**config.mk**
```make
export PLATFORM = sky130hd
export DESIGN_NAME = sei_ram
export DESIGN_NICKNAME = d
export VERILOG_FILES = /design/src/rtl/core/sei_ram.sv
export SDC_FILE = /design/constraint.sdc
export NUM_CORES = 2
export LEC_CHECK = 0
export ABC_CLOCK_PERIOD_IN_PS = 3300
export BUFFER_PORTS_ARGS = -buffer_cell sky130_fd_sc_hd__buf_2
export CORE_MARGIN = 2
export CORE_UTILIZATION = 50
export CTS_BUF_LIST = sky130_fd_sc_hd__clkbuf_4 sky130_fd_sc_hd__clkbuf_8 sky130_fd_sc_hd__clkbuf_16
export DETAILED_ROUTE_END_ITERATION = 10
export GPL_ROUTABILITY_DRIVEN = 0
export PLACE_DENSITY = 0.68
export SLEW_MARGIN = 20
export SYNTH_ARGS = -nofsm -noshare
export SYNTH_HDL_FRONTEND = slang
export SYNTH_SLANG_ARGS = --single-unit
```
**constraint.sdc**
```tcl
create_clock -name clk -period 3.3 [get_ports clk]
set_clock_uncertainty 0.05 [all_clocks]
set_input_delay 0.33 -clock clk [delete_from_list [all_inputs] [get_ports clk]]
set_output_delay 0.33 -clock clk [all_outputs]
set_load 0.05 [all_outputs]
```
**src/rtl/core/sei_ram.sv**
```systemverilog
`timescale 1ns / 1ps

module sei_ram #(
	parameter int WIDTH = 32,
	parameter int DEPTH = 64
) (
	input  logic                     clk,
	input  logic                     we,
	input  logic [$clog2(DEPTH)-1:0] waddr,
	input  logic [WIDTH-1:0]         wdata,
	input  logic                     re,
	input  logic [$clog2(DEPTH)-1:0] raddr_a,
	input  logic [$clog2(DEPTH)-1:0] raddr_b,
	output logic [WIDTH-1:0]         rdata_a,
	output logic [WIDTH-1:0]         rdata_b
);

	logic [WIDTH-1:0] mem [DEPTH];

	always_ff @(posedge clk) begin
		if (we) begin
			mem[waddr] <= wdata;
		end
		if (re) begin
			rdata_a <= mem[raddr_a];
			rdata_b <= mem[raddr_b];
		end
	end

endmodule

```
# Yosys cells after proc, flatten, opt, wreduce, memory -nomap -nowiden
# Memory sizes are Yosys's and may differ from the RTL's. A register that Yosys moved wholly into a read port is not among the register bits.
# Index checks and enable logic that the tools add are counted.
op_classes:
  n_mux: 2
op_table:
  columns: ["op", "count"]
  rows:
  - ["$mux 1", 2]
totals:
  word_cells: 3
  reg_bits: 0
  out_inout_bits: 64
  in_bits: 53
  ramBits: 2048
  memories: 1
memory_table:
  columns: ["memory", "depth", "word_bits", "read_ports", "rd_ports_with_merged_regs", "write_ports", "line_no", "source"]
  rows:
  - ["mem", 64, 32, 2, 2, 1, "18", "logic [WIDTH-1:0] mem [DEPTH];"]

# Logic depth before layout (Yosys ltp)
logic_depth:
  word_depth: 2
  mapped_depth: 10
  depth_no_buf: 5

# Least setup slack after synthesis
# No wires, ideal clock.
synth_path:
  path_kind: "input -> register"
  startpoint: "in waddr[3]"
  endpoint: "mem mem[48][0], enable pin"
  setup_time_ns: 0.461
  path_slack_ns: -0.271
  t_arrival_ns: 3.060
  required_ns: 2.789
  cell_stages: 4
  path_buffers: 1
  path_cell_list: "clkbuf_1 -> nor2b_1 -> nand4b_1 -> nor3_1"
synth_lines:
  columns: ["item", "line_no", "source"]
  rows:
  - ["start: declaration", "9", "input logic [$clog2(DEPTH)-1:0] waddr,"]
  - ["end: declaration", "18", null]
# Straight into the memory's write port.

==> impl_metrics.env <==
export IMPL_rsz0062_at_grt="no"
export IMPL_synth_common_cells="edfxtp_1 (2112), mux4_2 (1124), mux2i_1 (204)"
export IMPL_fin_crit_sh=0.775
export IMPL_syn_to_final_growth_pct=15.7
export IMPL_drive_gt1_frac=0.427
export IMPL_drv_cap=0
export IMPL_nets=4896
export IMPL_worst_pin_slew_ns=1.16
export IMPL_slowest_stage="o22ai_1"
export IMPL_dpl_hpwl_um=179000
export IMPL_grtUsageTotal=0.303
export IMPL_drcViolationCount=0
export IMPL_yosys_register_bits=2112
export IMPL_core_um2=192000
export IMPL_die_h_um=443
export IMPL_ys_seq_area_frac=0.659
export IMPL_yosysTopAreaCell="edfxtp_1"
export IMPL_wl_per_cell_um=39.3
export IMPL_p_leak_nw=35.4
export IMPL_synthArstFlopShare=0
export IMPL_synth_cells=4412
export IMPL_dr_first_iter_drc_count=8068
export IMPL_cp_cell_sequence="mux4_2 > mux4_2 > o22ai_1 > a21oi_1"
export IMPL_grt_pass1_vias=53900
export IMPL_synth_cell_area_um2=96300
export IMPL_cts_made_buffers=206
export IMPL_path_common_cell="mux4_2"
export IMPL_cts_buffer_depth=3
export IMPL_slew_headroom=0.226
export IMPL_cellPowerDensity_nw_per_um2=533
export IMPL_firstDrtPassIters=5
export IMPL_htreeDepth=4
export IMPL_critPathMaxFanout=2
export IMPL_num_rows=161
export IMPL_vias=53800
export IMPL_clkLatencyLatePin_ns=0.86
export IMPL_holdWs_ns=-0.0193
export IMPL_fillCellCount=13600
export IMPL_ys_warn_count=0
export IMPL_cp_startpoint="mem[63][30]"
export IMPL_fmax_mhz=391
export IMPL_status="finished, violations left"
export IMPL_cts_tree="built"
export IMPL_io_pin_count=117
export IMPL_grt_antenna_before_repair=24
export IMPL_period_needed_ns=2.56
export IMPL_clkTransAtPathRegs_ns=0.06
export IMPL_dp_cells=7151
export IMPL_final_cells=7541
export IMPL_cp_required_ns=3.78
export IMPL_critPathLaunchType="register"
export IMPL_synth_top_area_share=0.659
export IMPL_yosysUniqueCellTypes=37
export IMPL_die_area_um2=196000
export IMPL_cts_sinks=2112
export IMPL_overflow=0
export IMPL_arrival_ns=3.03
export IMPL_yosys_top_cells_area="edfxtp_1 (66%), mux4_2 (26%), mux2i_1 (2.1%), a22oi_1 (0.66%), buf_2 (0.63%)"
export IMPL_criticalPathCategory="register to register"
export IMPL_tns_ns=0
export IMPL_via_per_inst=7.14
export IMPL_cp_slowest_stage_delay_ns=0.55
export IMPL_r2r_setup_slack_ns=0.74
export IMPL_initial_core_util=0.502
export IMPL_grt_max_degree=65
export IMPL_antenna_left=0
export IMPL_synth_edff_count=2112
export IMPL_r2r_start="mem[63][30]"
export IMPL_cts_root_buf="clkbuf_16"
export IMPL_io_buffers=116
export IMPL_setup_viol=0
export IMPL_final_max_slew_violation_count=0
export IMPL_die_w_um=443
export IMPL_grt_pass1_wl_um=415000
export IMPL_yosysMostFrequentCell="edfxtp_1"
export IMPL_hp_class="input port to register"
export IMPL_vdd_drop_max_v=0.000482
export IMPL_wl_um=296000
export IMPL_postSynthAreaPerCell_um2=21.8
export IMPL_holdCritStartpoint="wdata[23]"
export IMPL_synthFlopType="edfxtp_1"
export IMPL_cp_end_kind="register"
export IMPL_violations="negative hold slack"
export IMPL_synth_fp_nets=4465
export IMPL_hold_viol=119
==> final timing paths <==
path	to	cells past startpoint
worst max-delay path	rdata_b[30]	4
worst min-delay path	mem[54][23]	1
worst max register to register	rdata_b[30]	4
worst min register to register	rdata_a[21]	4
==> layer usage <==
| metal | vias to the layer above | wire (µm) | track usage |
|---|---|---|---|
| met4 | 24 | 12000 | 0.110 |
| met1 | 29100 | 108000 | 0.417 |
| met2 | 3628 | 141000 | 0.474 |
| met3 | 625 | 35800 | 0.0777 |
| li1 | 20500 | - | - |
| met5 | - | 158 | 0 |
==> timing repair <==
item | CTS | global route
hold buffers | 2 | 6
resized for setup | 0 | 0
buffers inserted | 0 | 0
endpoints found under the hold margin | 51 | 79
==> critical path: cells and delay by family (launching register included) <==
| kind | cells | cell delay [ns] |
|---|---|---|
| flops | 1 | 0.38 |
| compound gates | 2 | 0.79 |
| mux | 2 | 0.99 |
==> state kept, by name, summed over array words and instances, names as in the netlist <==
| register | count |
|---|---|
| mem | 2048 |
| rdata_a | 32 |
| rdata_b | 32 |
==> logic make-up after synthesis <==
logic type	share of synthesized area
compound gates	0.0238
flops	0.659
buf+inv	0.0181
simple gates	0.0113
mux	0.288
==> metrics by stage <==
| stage | power, W | worst slack, ns | utilization | hold slack [ns] | area, µm² |
|---|---|---|---|---|---|
| 2_1_floorplan | 0.0336 | 0.423 | - | 0.379 | 96300 |
| 3_3_place_gp | 0.0358 | 0.0317 | 0.543 | 0.820 | 104000 |
| 3_5_place_dp | 0.0359 | 0.00252 | 0.543 | 0.821 | 104000 |
| 4_1_cts | 0.0596 | 0.763 | 0.579 | 0.0827 | 111000 |
| 5_1_grt | 0.0608 | 0.606 | 0.580 | 0.00106 | 111000 |
| 6_report | 0.0594 | 0.743 | 0.580 | -0.0193 | 111000 |
==> where the power goes <==
part	internal [W]	switching (W)
combinational	0.00224	0.00315
sequential	0.0298	0.000151
clock	0.0139	0.0101
==> cell type report <==
class                           instances  area, µm²  area share
Multi-Input combinational cell       1952      31700       0.284
Antenna cell                            6       15.0    0.000135
Clock buffer                          247       5530      0.0497
Sequential cell                      2112      63400       0.569
Timing Repair Buffer                  570       6260      0.0562
Clock inverter                        127       1320      0.0118
Inverter                                1       3.75   0.0000337
Tap cell                             2526       3160      0.0284
==> placed cells by master, fill, tap and decap left out, types with 9 or more instances in the layout <==
cell        netlist  layout
o22ai_1          56      56
o21ai_1          31      31
buf_4            55     308
o221ai_1         16      16
o211ai_1         27      27
clkbuf_4          0      37
a22oi_1          85      85
a21oi_1          58      58
o32a_1            9       9
nor2_1           94      30
mux2i_1         204     204
clkinv_2          0      41
a211oi_1         15      14
bufinv_16         0      26
clkinv_1          0      39
nor2_4            0      63
clkbuf_16         0     210
mux4_2         1124    1124
clkinvlp_4        0      13
nor2b_1          19      16
nand3_1           9       9
mux2_2           36      36
edfxtp_1       2112    2112
nand2_1          93      91
a221oi_1         13      13
o21ai_0          18      18
buf_12            0     167
a32oi_1           9       9
buf_2           121      79
No activity file was read; power rests on OpenSTA's default activity.
